$ cat config.mk
export PLATFORM = sky130hd
export DESIGN_NAME = seqnum_window_link_quality
export DESIGN_NICKNAME = d
export VERILOG_FILES = /design/src/design/swlq_pkg.sv /design/src/design/swlq_ctrl.sv /design/src/design/swlq_datapath.sv /design/src/design/seqnum_window_link_quality.sv
export SDC_FILE = /design/constraint.sdc
export NUM_CORES = 1
export LEC_CHECK = 0
export BUFFER_PORTS_ARGS = -buffer_cell sky130_fd_sc_hd__clkbuf_2
export CAP_MARGIN = 5
export CORE_MARGIN = 2
export CORE_UTILIZATION = 30
export CTS_CLUSTER_DIAMETER = 50
export DETAILED_ROUTE_END_ITERATION = 12
export GPL_ROUTABILITY_DRIVEN = 0
export GPL_TIMING_DRIVEN = 0
export PLACE_DENSITY_LB_ADDON = 0.1
export RECOVER_POWER = 50
export SYNTH_ARGS = -nofsm -noshare
export SYNTH_HDL_FRONTEND = slang
export SYNTH_SLANG_ARGS = --single-unit
$ cat constraint.sdc
create_clock -name clk_i -period 17.9 [get_ports clk_i]
set_input_delay 0.895 -clock clk_i [delete_from_list [all_inputs] [get_ports clk_i]]
set_output_delay 0.895 -clock clk_i [all_outputs]
set_load 0.005 [all_outputs]
$ cat src/design/swlq_pkg.sv
// Shared types and constants for the sequence-number window link-quality block.
// Used by swlq_ctrl, swlq_datapath and the top level; no dependencies.
`timescale 1ns / 1ps

package swlq_pkg;

  // Sequence number, window register, count and quality widths
  localparam int unsigned SeqW   = 16;
  localparam int unsigned WinW   = 8;
  localparam int unsigned CountW = 8;
  localparam int unsigned QualW  = 7;

  // Presence map: MapDepth slots (power of two), held as Rows words of RowBits
  localparam int unsigned MapDepth  = 256;
  localparam int unsigned PosW      = $clog2(MapDepth);
  localparam int unsigned RowBits   = 16;
  localparam int unsigned LaneW     = $clog2(RowBits);
  localparam int unsigned Rows      = MapDepth / RowBits;
  localparam int unsigned RowW      = $clog2(Rows);
  localparam int unsigned SweepCntW = $clog2(Rows + 1);
  localparam int unsigned SpanW     = $clog2(MapDepth + 1);
  localparam int unsigned PopW      = $clog2(RowBits + 1);

  // Quality = Percent * count / divisor, restoring division one bit per cycle
  localparam int unsigned Percent = 100;
  localparam int unsigned NumW    = $clog2(Percent * ((2 ** CountW) - 1) + 1);
  localparam int unsigned DivCntW = $clog2(NumW + 1);

  localparam logic [WinW-1:0] WinReset = WinW'(32);

  typedef enum logic [1:0] {
    StatusRecorded  = 2'd0,
    StatusDuplicate = 2'd1,
    StatusTooOld    = 2'd2
  } add_status_e;

  typedef enum logic [2:0] {
    StIdle,
    StDispatch,
    StSweep,
    StUpdate,
    StDivInit,
    StDivide,
    StDone
  } ctrl_state_e;

  // Controller -> datapath commands
  typedef struct packed {
    logic accept;
    logic lookup_rd;
    logic sweep_step;
    logic update;
    logic div_init;
    logic div_step;
    logic out_load;
  } dp_cmd_t;

  // Datapath -> controller status
  typedef struct packed {
    logic first_item;
    logic advance;
    logic sweep_last;
    logic div_last;
    logic out_free;
  } dp_status_t;

endpackage

$ cat src/design/swlq_ctrl.sv
// Sequencing state machine for the link-quality block.
// Depends on swlq_pkg; drives swlq_datapath through dp_cmd_t.
`timescale 1ns / 1ps

module swlq_ctrl (
  input  logic                 clk_i,
  input  logic                 rst_ni,
  input  logic                 in_valid_i,
  output logic                 in_stall_o,
  input  swlq_pkg::dp_status_t status_i,
  output swlq_pkg::dp_cmd_t    cmd_o
);
  import swlq_pkg::*;

  ctrl_state_e state_q, state_d;

  // State register
  always_ff @(posedge clk_i or negedge rst_ni) begin
    if (!rst_ni) begin
      state_q <= StIdle;
    end else begin
      state_q <= state_d;
    end
  end

  // Next state
  always_comb begin
    state_d = state_q;
    case (state_q)
      StIdle: begin
        if (in_valid_i) state_d = StDispatch;
      end
      StDispatch: begin
        if (status_i.first_item || status_i.advance) state_d = StSweep;
        else state_d = StUpdate;
      end
      StSweep: begin
        if (status_i.sweep_last) state_d = StDivInit;
      end
      StUpdate:  state_d = StDivInit;
      StDivInit: state_d = StDivide;
      StDivide: begin
        if (status_i.div_last) state_d = StDone;
      end
      StDone: begin
        if (status_i.out_free) state_d = StIdle;
      end
      default: state_d = StIdle;
    endcase
  end

  // Command outputs
  always_comb begin
    cmd_o = '0;
    case (state_q)
      StIdle:     cmd_o.accept     = in_valid_i;
      StDispatch: cmd_o.lookup_rd  = 1'b1;  // row read for the in-window check
      StSweep:    cmd_o.sweep_step = 1'b1;
      StUpdate:   cmd_o.update     = 1'b1;
      StDivInit:  cmd_o.div_init   = 1'b1;
      StDivide:   cmd_o.div_step   = 1'b1;
      StDone:     cmd_o.out_load   = status_i.out_free;
      default:    cmd_o            = '0;
    endcase
  end

  assign in_stall_o = (state_q != StIdle);

endmodule

$ cat src/design/swlq_datapath.sv
// Datapath: window register, presence map memory, head/count state, divider, output word.
// Depends on swlq_pkg; controlled by swlq_ctrl through dp_cmd_t / dp_status_t.
`timescale 1ns / 1ps

module swlq_datapath (
  input  logic                          clk_i,
  input  logic                          rst_ni,
  input  logic                          cfg_valid_i,
  input  logic [swlq_pkg::WinW-1:0]     cfg_data_i,
  input  logic [swlq_pkg::SeqW-1:0]     seq_number_i,
  input  swlq_pkg::dp_cmd_t             cmd_i,
  output swlq_pkg::dp_status_t          status_o,
  input  logic                          out_stall_i,
  output logic                          out_valid_o,
  output logic [swlq_pkg::QualW-1:0]    quality_percent_o,
  output logic [swlq_pkg::CountW-1:0]   entries_held_o,
  output logic [1:0]                    add_status_o
);
  import swlq_pkg::*;

  // Window register and derived divisor / span
  logic [WinW-1:0]  win_q;
  logic [WinW-1:0]  divisor;
  logic [SpanW-1:0] span;

  always_ff @(posedge clk_i or negedge rst_ni) begin
    if (!rst_ni) begin
      win_q <= WinReset;
    end else if (cfg_valid_i) begin
      win_q <= cfg_data_i;
    end
  end

  assign divisor = (win_q == '0) ? WinW'(1) : win_q;
  assign span    = (SpanW'(divisor) > SpanW'(MapDepth)) ? SpanW'(MapDepth) : SpanW'(divisor);

  // Item and head state
  logic [SeqW-1:0]   seq_q;
  logic [SeqW-1:0]   newest_q;
  logic              nonempty_q;
  logic [CountW-1:0] held_q;
  add_status_e       status_q;
  logic [SeqW-1:0]   delta, behind;

  always_ff @(posedge clk_i) begin
    if (cmd_i.accept) seq_q <= seq_number_i;
  end

  assign delta  = seq_q - newest_q;
  assign behind = newest_q - seq_q;

  // Presence map: slot = low bits of the sequence number, Rows words of RowBits
  logic [RowBits-1:0] map_mem [Rows];
  logic [RowBits-1:0] rd_data_q;
  logic [RowW-1:0]    rd_row_q;
  logic               mem_re, mem_we, sweep_rd;
  logic [RowW-1:0]    mem_raddr, mem_waddr;
  logic [RowBits-1:0] mem_wdata;

  // Sweep sequencing: read row n while writing back row n-1
  logic [SweepCntW-1:0] sweep_cnt_q;
  logic                 rd_vld_q;
  logic [SpanW-1:0]     acc_q;
  logic                 sweep_last;

  assign sweep_rd   = cmd_i.sweep_step && (sweep_cnt_q < SweepCntW'(Rows));
  assign sweep_last = (sweep_cnt_q == SweepCntW'(Rows));

  // Row rewrite for a head advance: keep what stays inside the span, set the new head
  logic [RowBits-1:0] sweep_row;
  logic [PopW-1:0]    sweep_pop;

  always_comb begin
    logic [PosW-1:0] slot;
    logic [PosW-1:0] pos;
    logic            keep;
    sweep_row = '0;
    sweep_pop = '0;
    for (int l = 0; l < RowBits; l++) begin
      slot = {rd_row_q, LaneW'(l)};
      pos  = seq_q[PosW-1:0] - slot;
      keep = !status_o.first_item && (SpanW'(pos) < span) && (SeqW'(pos) >= delta);
      sweep_row[l] = (pos == '0) | (keep & rd_data_q[l]);
    end
    for (int l = 0; l < RowBits; l++) begin
      sweep_pop = sweep_pop + PopW'(sweep_row[l]);
    end
  end

  // In-window lookup for a number that is not newer than the head
  logic too_old, dup, record_lk;

  assign too_old   = (behind >= SeqW'(span));
  assign dup       = rd_data_q[seq_q[LaneW-1:0]];
  assign record_lk = !too_old && !dup;

  // Memory port control
  always_comb begin
    mem_re    = sweep_rd || cmd_i.lookup_rd;
    mem_raddr = cmd_i.lookup_rd ? seq_q[PosW-1:LaneW] : sweep_cnt_q[RowW-1:0];
    mem_we    = 1'b0;
    mem_waddr = rd_row_q;
    mem_wdata = sweep_row;
    if (cmd_i.sweep_step && rd_vld_q) begin
      mem_we = 1'b1;
    end else if (cmd_i.update && record_lk) begin
      mem_we    = 1'b1;
      mem_waddr = seq_q[PosW-1:LaneW];
      mem_wdata = rd_data_q | (RowBits'(1) << seq_q[LaneW-1:0]);
    end
  end

  // Map memory, registered read
  always_ff @(posedge clk_i) begin
    if (mem_we) map_mem[mem_waddr] <= mem_wdata;
    if (mem_re) rd_data_q <= map_mem[mem_raddr];
    if (sweep_rd) rd_row_q <= sweep_cnt_q[RowW-1:0];
  end

  // Sweep counter and running count
  always_ff @(posedge clk_i or negedge rst_ni) begin
    if (!rst_ni) begin
      sweep_cnt_q <= '0;
      rd_vld_q    <= 1'b0;
      acc_q       <= '0;
    end else if (cmd_i.accept) begin
      sweep_cnt_q <= '0;
      rd_vld_q    <= 1'b0;
      acc_q       <= '0;
    end else if (cmd_i.sweep_step) begin
      sweep_cnt_q <= sweep_cnt_q + SweepCntW'(1);
      rd_vld_q    <= sweep_rd;
      if (rd_vld_q) acc_q <= acc_q + SpanW'(sweep_pop);
    end
  end

  // Head, count and item status
  always_ff @(posedge clk_i or negedge rst_ni) begin
    if (!rst_ni) begin
      newest_q   <= '0;
      nonempty_q <= 1'b0;
      held_q     <= '0;
      status_q   <= StatusRecorded;
    end else if (cmd_i.sweep_step && sweep_last) begin
      newest_q   <= seq_q;
      nonempty_q <= 1'b1;
      held_q     <= CountW'(acc_q + SpanW'(sweep_pop));
      status_q   <= StatusRecorded;
    end else if (cmd_i.update) begin
      if (too_old) begin
        status_q <= StatusTooOld;
      end else if (dup) begin
        status_q <= StatusDuplicate;
      end else begin
        status_q <= StatusRecorded;
        held_q   <= held_q + CountW'(1);
      end
    end
  end

  // Restoring divider: Percent * held / divisor, one quotient bit per cycle
  logic [NumW-1:0]    quo_q;
  logic [WinW-1:0]    rem_q;
  logic [DivCntW-1:0] div_cnt_q;
  logic [WinW:0]      trial;
  logic               trial_ge;

  assign trial    = {rem_q, quo_q[NumW-1]};
  assign trial_ge = (trial >= (WinW+1)'(divisor));

  always_ff @(posedge clk_i or negedge rst_ni) begin
    if (!rst_ni) begin
      div_cnt_q <= '0;
    end else if (cmd_i.div_init) begin
      div_cnt_q <= DivCntW'(NumW);
    end else if (cmd_i.div_step) begin
      div_cnt_q <= div_cnt_q - DivCntW'(1);
    end
  end

  always_ff @(posedge clk_i) begin
    if (cmd_i.div_init) begin
      quo_q <= NumW'(held_q) * NumW'(Percent);
      rem_q <= '0;
    end else if (cmd_i.div_step) begin
      quo_q <= {quo_q[NumW-2:0], trial_ge};
      rem_q <= trial_ge ? WinW'(trial - (WinW+1)'(divisor)) : trial[WinW-1:0];
    end
  end

  // Output word register
  logic               out_valid_q;
  logic [QualW-1:0]   qual_out_q;
  logic [CountW-1:0]  held_out_q;
  add_status_e        status_out_q;

  always_ff @(posedge clk_i or negedge rst_ni) begin
    if (!rst_ni) begin
      out_valid_q <= 1'b0;
    end else if (cmd_i.out_load) begin
      out_valid_q <= 1'b1;
    end else if (!out_stall_i) begin
      out_valid_q <= 1'b0;
    end
  end

  always_ff @(posedge clk_i) begin
    if (cmd_i.out_load) begin
      qual_out_q   <= quo_q[QualW-1:0];
      held_out_q   <= held_q;
      status_out_q <= status_q;
    end
  end

  assign out_valid_o       = out_valid_q;
  assign quality_percent_o = qual_out_q;
  assign entries_held_o    = held_out_q;
  assign add_status_o      = status_out_q;

  // Status back to the controller
  always_comb begin
    status_o.first_item = !nonempty_q;
    status_o.advance    = nonempty_q && (delta != '0) && !delta[SeqW-1];
    status_o.sweep_last = sweep_last;
    status_o.div_last   = (div_cnt_q == DivCntW'(1));
    status_o.out_free   = !out_valid_q || !out_stall_i;
  end

endmodule

$ cat src/design/seqnum_window_link_quality.sv
// Path from input accept to output valid: when the item becomes the head, a 16-row read/write sweep
// of the presence map, then a 15-step divider; otherwise a single row read and update before the divider.
// One item in flight, with no new item taken until the output word is loaded; set by the map memory
// port (one 16-bit row per cycle) and the bit-serial quality divider.
// Reset (async, active low): window length 32, held count zero, map memory not reset; the first item clears the map.
`timescale 1ns / 1ps

module seqnum_window_link_quality (
  input  logic                        clk_i,
  input  logic                        rst_ni,
  input  logic                        cfg_valid_i,
  output logic                        cfg_ready_o,
  input  logic [swlq_pkg::WinW-1:0]   cfg_win_len_i,
  input  logic                        in_valid_i,
  output logic                        in_stall_o,
  input  logic [swlq_pkg::SeqW-1:0]   seq_number_i,
  output logic                        out_valid_o,
  input  logic                        out_stall_i,
  output logic [swlq_pkg::QualW-1:0]  quality_percent_o,
  output logic [swlq_pkg::CountW-1:0] entries_held_o,
  output logic [1:0]                  add_status_o
);
  import swlq_pkg::*;

  dp_cmd_t    cmd;
  dp_status_t status;

  // Register writes always land
  assign cfg_ready_o = 1'b1;

  swlq_ctrl u_ctrl (
    .clk_i      (clk_i),
    .rst_ni     (rst_ni),
    .in_valid_i (in_valid_i),
    .in_stall_o (in_stall_o),
    .status_i   (status),
    .cmd_o      (cmd)
  );

  swlq_datapath u_datapath (
    .clk_i             (clk_i),
    .rst_ni            (rst_ni),
    .cfg_valid_i       (cfg_valid_i),
    .cfg_data_i        (cfg_win_len_i),
    .seq_number_i      (seq_number_i),
    .cmd_i             (cmd),
    .status_o          (status),
    .out_stall_i       (out_stall_i),
    .out_valid_o       (out_valid_o),
    .quality_percent_o (quality_percent_o),
    .entries_held_o    (entries_held_o),
    .add_status_o      (add_status_o)
  );

endmodule

# Yosys cells after proc, flatten, opt, wreduce, memory -nomap -nowiden
# Memories as Yosys holds them, arrays and structs flattened. A register that Yosys moved wholly into a read port is not among the register bits.
# Cells that the tools add are included.
totals:
  ff_bits: 118
  ram_bits: 256
  in_bits: 29
  wordCells: 268
  n_memories: 1
classes:
  n_addsub: 38
  n_mul: 1
  n_lt_le_gt_ge: 37
  n_eq_ne: 15
  shift: 1
  mux: 48
  bitwise_logic: 33
  n_reduce_logical: 75
mem_list:
  columns: ["name", "words", "width", "rd", "rd_ports_with_merged_regs", "wr", "line", "source"]
  rows:
  - ["u_datapath.map_mem", 16, 16, 1, 1, 1, "swlq_datapath.sv:53", "logic [RowBits-1:0] map_mem [Rows];"]
op_table:
  columns: ["op", "count"]
  rows:
  - ["greater-or-equal comparator 8 x 16 -> 1 bit", 16]
  - ["less-than comparator 8 x 9 -> 1 bit", 16]
  - ["logical NOT 8 bit", 17]
  - ["subtractor 8 bit", 17]
  - ["adder 5 x 1 -> 5 bit", 14]
  - ["2-to-1 mux 8 bit", 6]
  - ["logical AND 1 bit", 39]
  - ["2-to-1 mux 9 bit", 4]
  - ["2-to-1 mux 16 bit", 2]
  - ["subtractor 16 bit", 2]
  - ["2-to-1 mux 15 bit", 2]
  - ["case mux 3 bit (7 select lines)", 1]
  - ["2-to-1 mux 4 bit", 5]
  - ["2-to-1 mux 1 bit", 18]
  - ["bitwise AND 1 bit", 16]
  - ["greater-or-equal comparator 16 x 9 -> 1 bit", 1]
  - ["bitwise OR 1 bit", 16]
  - ["bitwise OR 16 bit", 1]
  - ["nonzero test 16 bit", 1]
  - ["left shift 1 x 4 -> 16 bit (first input constant)", 1]
  - ["multiplier 8 x 5 -> 13 bit (second input constant)", 1]
  - ["2-to-1 mux 3 bit", 4]
  - ["2-to-1 mux 5 bit", 2]
  - ["adder 9 x 5 -> 9 bit", 1]
  - ["other kinds (25)", 45]

# Longest topological paths before layout
logic_depth:
  depth_word: 28
  ltp_mapped: 36

# By module
# From an unflattened synthesis, not the netlist that was laid out.
hier_totals:
  hier_cells: 2159
  area_unflattened_um2: 25256.7
by_module_without_submodules:
  columns: ["mod", "n_inst", "cells_each", "area_per_inst_um2", "seq_area_each_um2"]
  rows:
  - ["swlq_datapath", 1, 2129, 25002.7, 11222.0]
  - ["swlq_ctrl", 1, 28, 242.7, 75.1]
  - ["seqnum_window_link_quality", 1, 2, 11.3, 0.0]

# Worst setup path after synthesis
# OpenSTA, ideal clock, no wires.
synth_path:
  kind: "reg2reg"
  start: "register u_datapath.seq_q[0]"
  end: "register u_datapath.held_q[7]"
  setup_time_ns: 0.140
  arrival_ns: 8.503
  t_required_ns: 17.760
  path_slack_ns: 9.257
  path_stages_with_launch: 33
  cell_sequence: "edfxtp_1 > buf_2 > inv_1 > ha_1 > inv_1 > fa_1 > a21o_1 > a21oi_1 > xor2_1 > ha_1 > nand2_1 > o21ai_0 > maj3_1 > a21oi_1 > nor3_1 > or2_2 > ha_1 > fa_1 > inv_1 > fa_1 > fa_1 > fa_1 > fa_1 > fa_1 > xnor2_1 > ha_1 > a21oi_1 > nand2_1 > a21o_1 > a21o_1 > and3_1 > xnor2_1 > mux2i_1"
synth_via:
  elab_chain_cells: 23
  word_cells_on_any_way: 153
synth_lines:
  columns: ["item", "line", "source"]
  rows:
  - ["from (decl)", "swlq_datapath.sv:38", "logic [SeqW-1:0] seq_q;"]
  - ["from (signal assigned)", "swlq_datapath.sv:46", "if (cmd_i.accept) seq_q <= seq_number_i;"]
  - ["branches (longest 23 deep; another with subtractor 16 bit)", null, null]
  - ["to (signal assigned)", "swlq_datapath.sv:147", "held_q <= CountW'(acc_q + SpanW'(sweep_pop));"]
  - ["to (signal assigned)", "swlq_datapath.sv:156", "held_q <= held_q + CountW'(1);"]
  - ["to (decl)", "swlq_datapath.sv:41", "logic [CountW-1:0] held_q;"]
# Parallel ways; which one is timed is not known. The select of a mux whose other input is x is not followed.
# A chain may end at the register's enable or synchronous reset.

# Final worst setup path
layout_path:
  start: "register u_datapath.seq_q[0]"
  end: "register u_datapath.acc_q[7]"
layout_via:
  elab_chain_cells: 25
  word_cells_on_any_way: 148
layout_lines:
  columns: ["item", "line", "source"]
  rows:
  - ["branches (longest 20 deep; another with subtractor 16 bit)", null, null]
  - ["adder 5 x 1 -> 5 bit *", "swlq_datapath.sv:86", "sweep_pop = sweep_pop + PopW'(sweep_row[l]);"]
  - ["adder 9 x 5 -> 9 bit *", "swlq_datapath.sv:133", "if (rd_vld_q) acc_q <= acc_q + SpanW'(sweep_pop);"]
  - ["2-to-1 mux 9 bit *", "swlq_datapath.sv:133", null]
  - ["2-to-1 mux 9 bit *", "swlq_datapath.sv:130", "end else if (cmd_i.sweep_step) begin"]
  - ["2-to-1 mux 9 bit *", "swlq_datapath.sv:126", "end else if (cmd_i.accept) begin"]
  - ["to (signal assigned)", "swlq_datapath.sv:133", null]
  - ["to (decl)", "swlq_datapath.sv:63", "logic [SpanW-1:0] acc_q;"]
# Every way passes the cells marked *. The select of a mux whose other input is x is not followed.

==> flow_metrics.py <==
metrics = {
    "sta": {
        "min_period_ps": 10930,
        "finalHoldViolations": 0,
        "tightestPinTransition_ps": 3070,
        "fmax_ghz": 0.0915,
        "skew_ps": 90.1,
        "min_period_over_period": 0.611,
        "setup_viol": 0,
        "slew_viol_final": 64,
        "tns_ps": 0,
        "rsz0062_at_grt": "no",
        "hold_ws_ps": 316,
        "slew_headroom": -1.05,
    },
    "setup_path": {
        "crit_start": "u_datapath.seq_q[0]",
        "crit_path_end_kind": "flip-flop",
        "crit_family": "adder cells",
        "crit_slowest_cell": "a2111oi_0",
        "cp_num_buf_inv": 4,
        "r2r_start": "u_datapath.seq_q[0]",
        "rrSetupSlack_ps": 6970,
        "worstSetupPathType": "flip-flop to flip-flop",
        "slowest_delay_ps": 860,
        "cp_max_fo": 10,
        "cp.required_ps": 18370,
        "cp_common_cell": "fa_1",
        "startpoint_type": "flip-flop",
        "worstPathArrival_ps": 11410,
        "r2r_end": "u_datapath.acc_q[7]",
        "reg2reg_depth": 32,
        "crit_path_end": "u_datapath.acc_q[7]",
        "cp_num_cells": 32,
    },
    "clocking": {
        "cts.sinks": 389,
        "postCtsSetupBuffers": 0,
        "cts_root_buf": "clkbuf_16",
        "clock_tree.buffer_depth": 3,
        "cts_resized": 0,
        "clk_latency_ps": 660,
        "tritoncts": "done",
        "cts_htree_levels": 2,
        "clk_pin_slew_ps": 60,
        "cts_inserted_buffers": 58,
        "cts.hold.buffers_added": 0,
    },
    "power_and_ir_drop": {
        "p_sw_frac": 0.434,
        "comb_power_share": 0.527,
        "p_leak_uw": 0.0113,
        "peakVddDrop_uv": 87.4,
        "p_clk_frac": 0.227,
        "p_total_uw": 4930,
        "powerDensity_mw_per_mm2": 173,
        "p_switching_uw": 2140,
        "p_int_uw": 2790,
        "p_seq_frac": 0.246,
    },
    "floorplanning": {
        "start_util": 0.304,
        "ioPinCount": 49,
        "core-area_mm2": 0.0808,
        "row_count": 104,
        "die_x_um": 290,
        "dieArea_mm2": 0.0841,
        "die_h_um": 290,
    },
    "drt": {
        "wl_um": 77300,
        "dr.pass1.iters": 5,
        "dr_total_vias": 17500,
        "post_drt_wl_per_cell_um": 23.1,
        "drtIter0Drc": 1232,
        "ant_nets": 0,
        "drcViolationCount": 0,
        "routed_via_density": 5.20,
    },
    "synth": {
        "ys_seq_elements": 389,
        "seq_area_frac_synth": 0.460,
        "netlist_instances": 2108,
        "syn_area_per_cell_um2": 11.6,
        "yosys.area.top_type_share": 0.394,
        "synth_cell_types": 87,
        "synth_area_leader_cell": "edfxtp_1",
        "ys_warn_count": 0,
        "ys.flop_type": "edfxtp_1",
        "synth_edf_count": 322,
        "synthArstFlopShare": 0.147,
        "syn_nets": 2441,
        "synth_area_leaders": "edfxtp_1, ha_1, mux4_2",
        "mappedNetlistArea_mm2": 0.0245,
    },
    "flow_run": {
        "maxCapViolations": 3,
    },
    "cells_and_area": {
        "final_layout_size_suffix_gt1_frac": 0.122,
        "fin_area_mm2": 0.0285,
        "multi_input_area_mm2": 0.0125,
        "antenna_cells": 0,
        "final_nets": 2577,
        "areaGrowthSynthToFinish_pct": 16.1,
        "n_fill_cell": 7985,
        "ff_latch_area_mm2": 0.0113,
    },
    "global_routing": {
        "use_met3": 0.0286,
        "grtUsageMet2": 0.294,
        "grt_pass1_vias": 17900,
        "antenna_found_initial": 0,
        "grt_max_degree": 46,
        "gr-usage-all-layers": 0.183,
        "grt-busiest-layer": "met2",
        "grt_pass1_wl_um": 116000,
        "use_met1": 0.251,
        "grt_overflow_total": 0,
    },
    "placement": {
        "numPortBuffers": 47,
        "placedInstanceArea_mm2": 0.0267,
        "dp_hpwl_um": 58200,
    },
    "min_path": {
        "hold_class": "primary input to async pin",
    },
    "outcome": {
        "failed_checks": "capacitance limit, slew limit",
        "status": "complete, but fails checks",
    },
}
-- final cells by class --
type                    instances  share of cell area
multi-input cells            1516               0.439
flip-flops and latches        389               0.396
clock buffers                  71              0.0548
well taps                    1060              0.0465
repair buffers                 76              0.0209
inverters                     119              0.0157
clock inverters                39              0.0141
plain buffers                  84              0.0124
-- worst min-delay path by stage --
stage / from / to / slack (ps) / cells after the start
floorplan: u_datapath.rem_q[7] / u_datapath.rem_q[7] / 420 / 2
CTS: rst_ni / u_datapath.sweep_cnt_q[2] / 120 / 1
global route: rst_ni / u_datapath.sweep_cnt_q[2] / 370 / 1
finish: rst_ni / u_datapath.sweep_cnt_q[3] / 320 / 1
detailed placement: u_datapath.quo_q[5] / u_datapath.quality_percent_o[5] / 450 / 0
global placement: u_datapath.quo_q[1] / u_datapath.quo_q[1] / 440 / 2
-- cell usage in the layout (no fill, tap or decap), types with 17 or more instances in the layout --
cell       synthesis  layout
mux2i_1           22      19
mux4_2            69      69
a21oi_1          172     170
and2_1            22      21
a21o_1            49      49
clkbuf_1          46      82
inv_1            118     118
ha_1             285     285
dfrtp_1           56      56
o21ai_0          124     121
nor3_1            32      32
edfxtp_1         322     322
xor2_1            45      43
a31oi_1           27      27
clkbuf_16          0      58
a211oi_1          29      29
nand2_1          166     166
nand4_1           29      29
clkbuf_2           0      37
nor2_1            94      95
xnor2_1           75      73
nand3_1           29      29
nor2b_1           17      17
fa_1              19      19
-- kinds of logic after synthesis --
| logic type | Yosys count | share of synthesized area |
|---|---|---|
| XOR/XNOR | 120 | 0.0428 |
| AND/OR/NAND/NOR | 475 | 0.0959 |
| multiplexers | 94 | 0.0736 |
| adder cells (fa/ha/maj) | 317 | 0.166 |
| other | 1 | 0.000153 |
| buffers and inverters | 203 | 0.0331 |
| flip-flops | 389 | 0.460 |
| AO/OA/AOI/OAI | 509 | 0.128 |
-- power groups by stage --
stage | combinational (µW) | sequential (µW) | clock (µW)
final | 2600 | 1210 | 1120
after global routing | 2900 | 1220 | 1190
after CTS | 2620 | 1210 | 1150
after detailed placement | 2600 | 1230 | 0
after global placement | 2480 | 1230 | 0
after floorplan | 1790 | 1170 | 0
-- per-layer routing --
metal / vias to the layer above / routed length, µm
met3: 122 / 3400
met1: 8728 / 35900
met5: - / 0
met2: 377 / 35500
met4: 0 / 2500
li1: 8230 / -
-- flip-flops by register name, indices dropped and copies added (netlist names) --
name / count
u_ctrl.state_q: 3
u_datapath.sweep_cnt_q: 5
u_datapath.held_q: 8
u_datapath.out_valid_o: 1
u_datapath.map_mem: 256
u_datapath.status_q: 2
u_datapath.quo_q: 15
u_datapath.rem_q: 8
u_datapath.rd_data_q: 16
u_datapath.add_status_o: 2
u_datapath.quality_percent_o: 7
u_datapath.nonempty_q: 1
u_datapath.div_cnt_q: 4
u_datapath.rd_vld_q: 1
u_datapath.acc_q: 8
u_datapath.seq_q: 16
u_datapath.rd_row_q: 4
u_datapath.win_q: 8
u_datapath.newest_q: 16
u_datapath.entries_held_o: 8
-- through the flow --
step           instances   util  worst slack (ps)
6_report            3354  0.353              6970
5_1_grt             3354  0.353              6580
4_1_cts             3353  0.355              7360
3_5_place_dp        3243  0.330              7400
3_3_place_gp        3215  0.323              6690
2_1_floorplan       2108      -              9260
-- cells in the mapped netlist (27+ instances only) --
library cell and number:
ha_1 285, a21oi_1 172, nand3_1 29, nand4_1 29
dfrtp_1 56, a211oi_1 29, xor2_1 45, nand2_1 166
edfxtp_1 322, clkbuf_1 46, nor3_1 32, xnor2_1 75
a31oi_1 27, inv_1 118, mux4_2 69, o21ai_0 124
nor2_1 94, a21o_1 49
(Power assumes the default switching activity.)
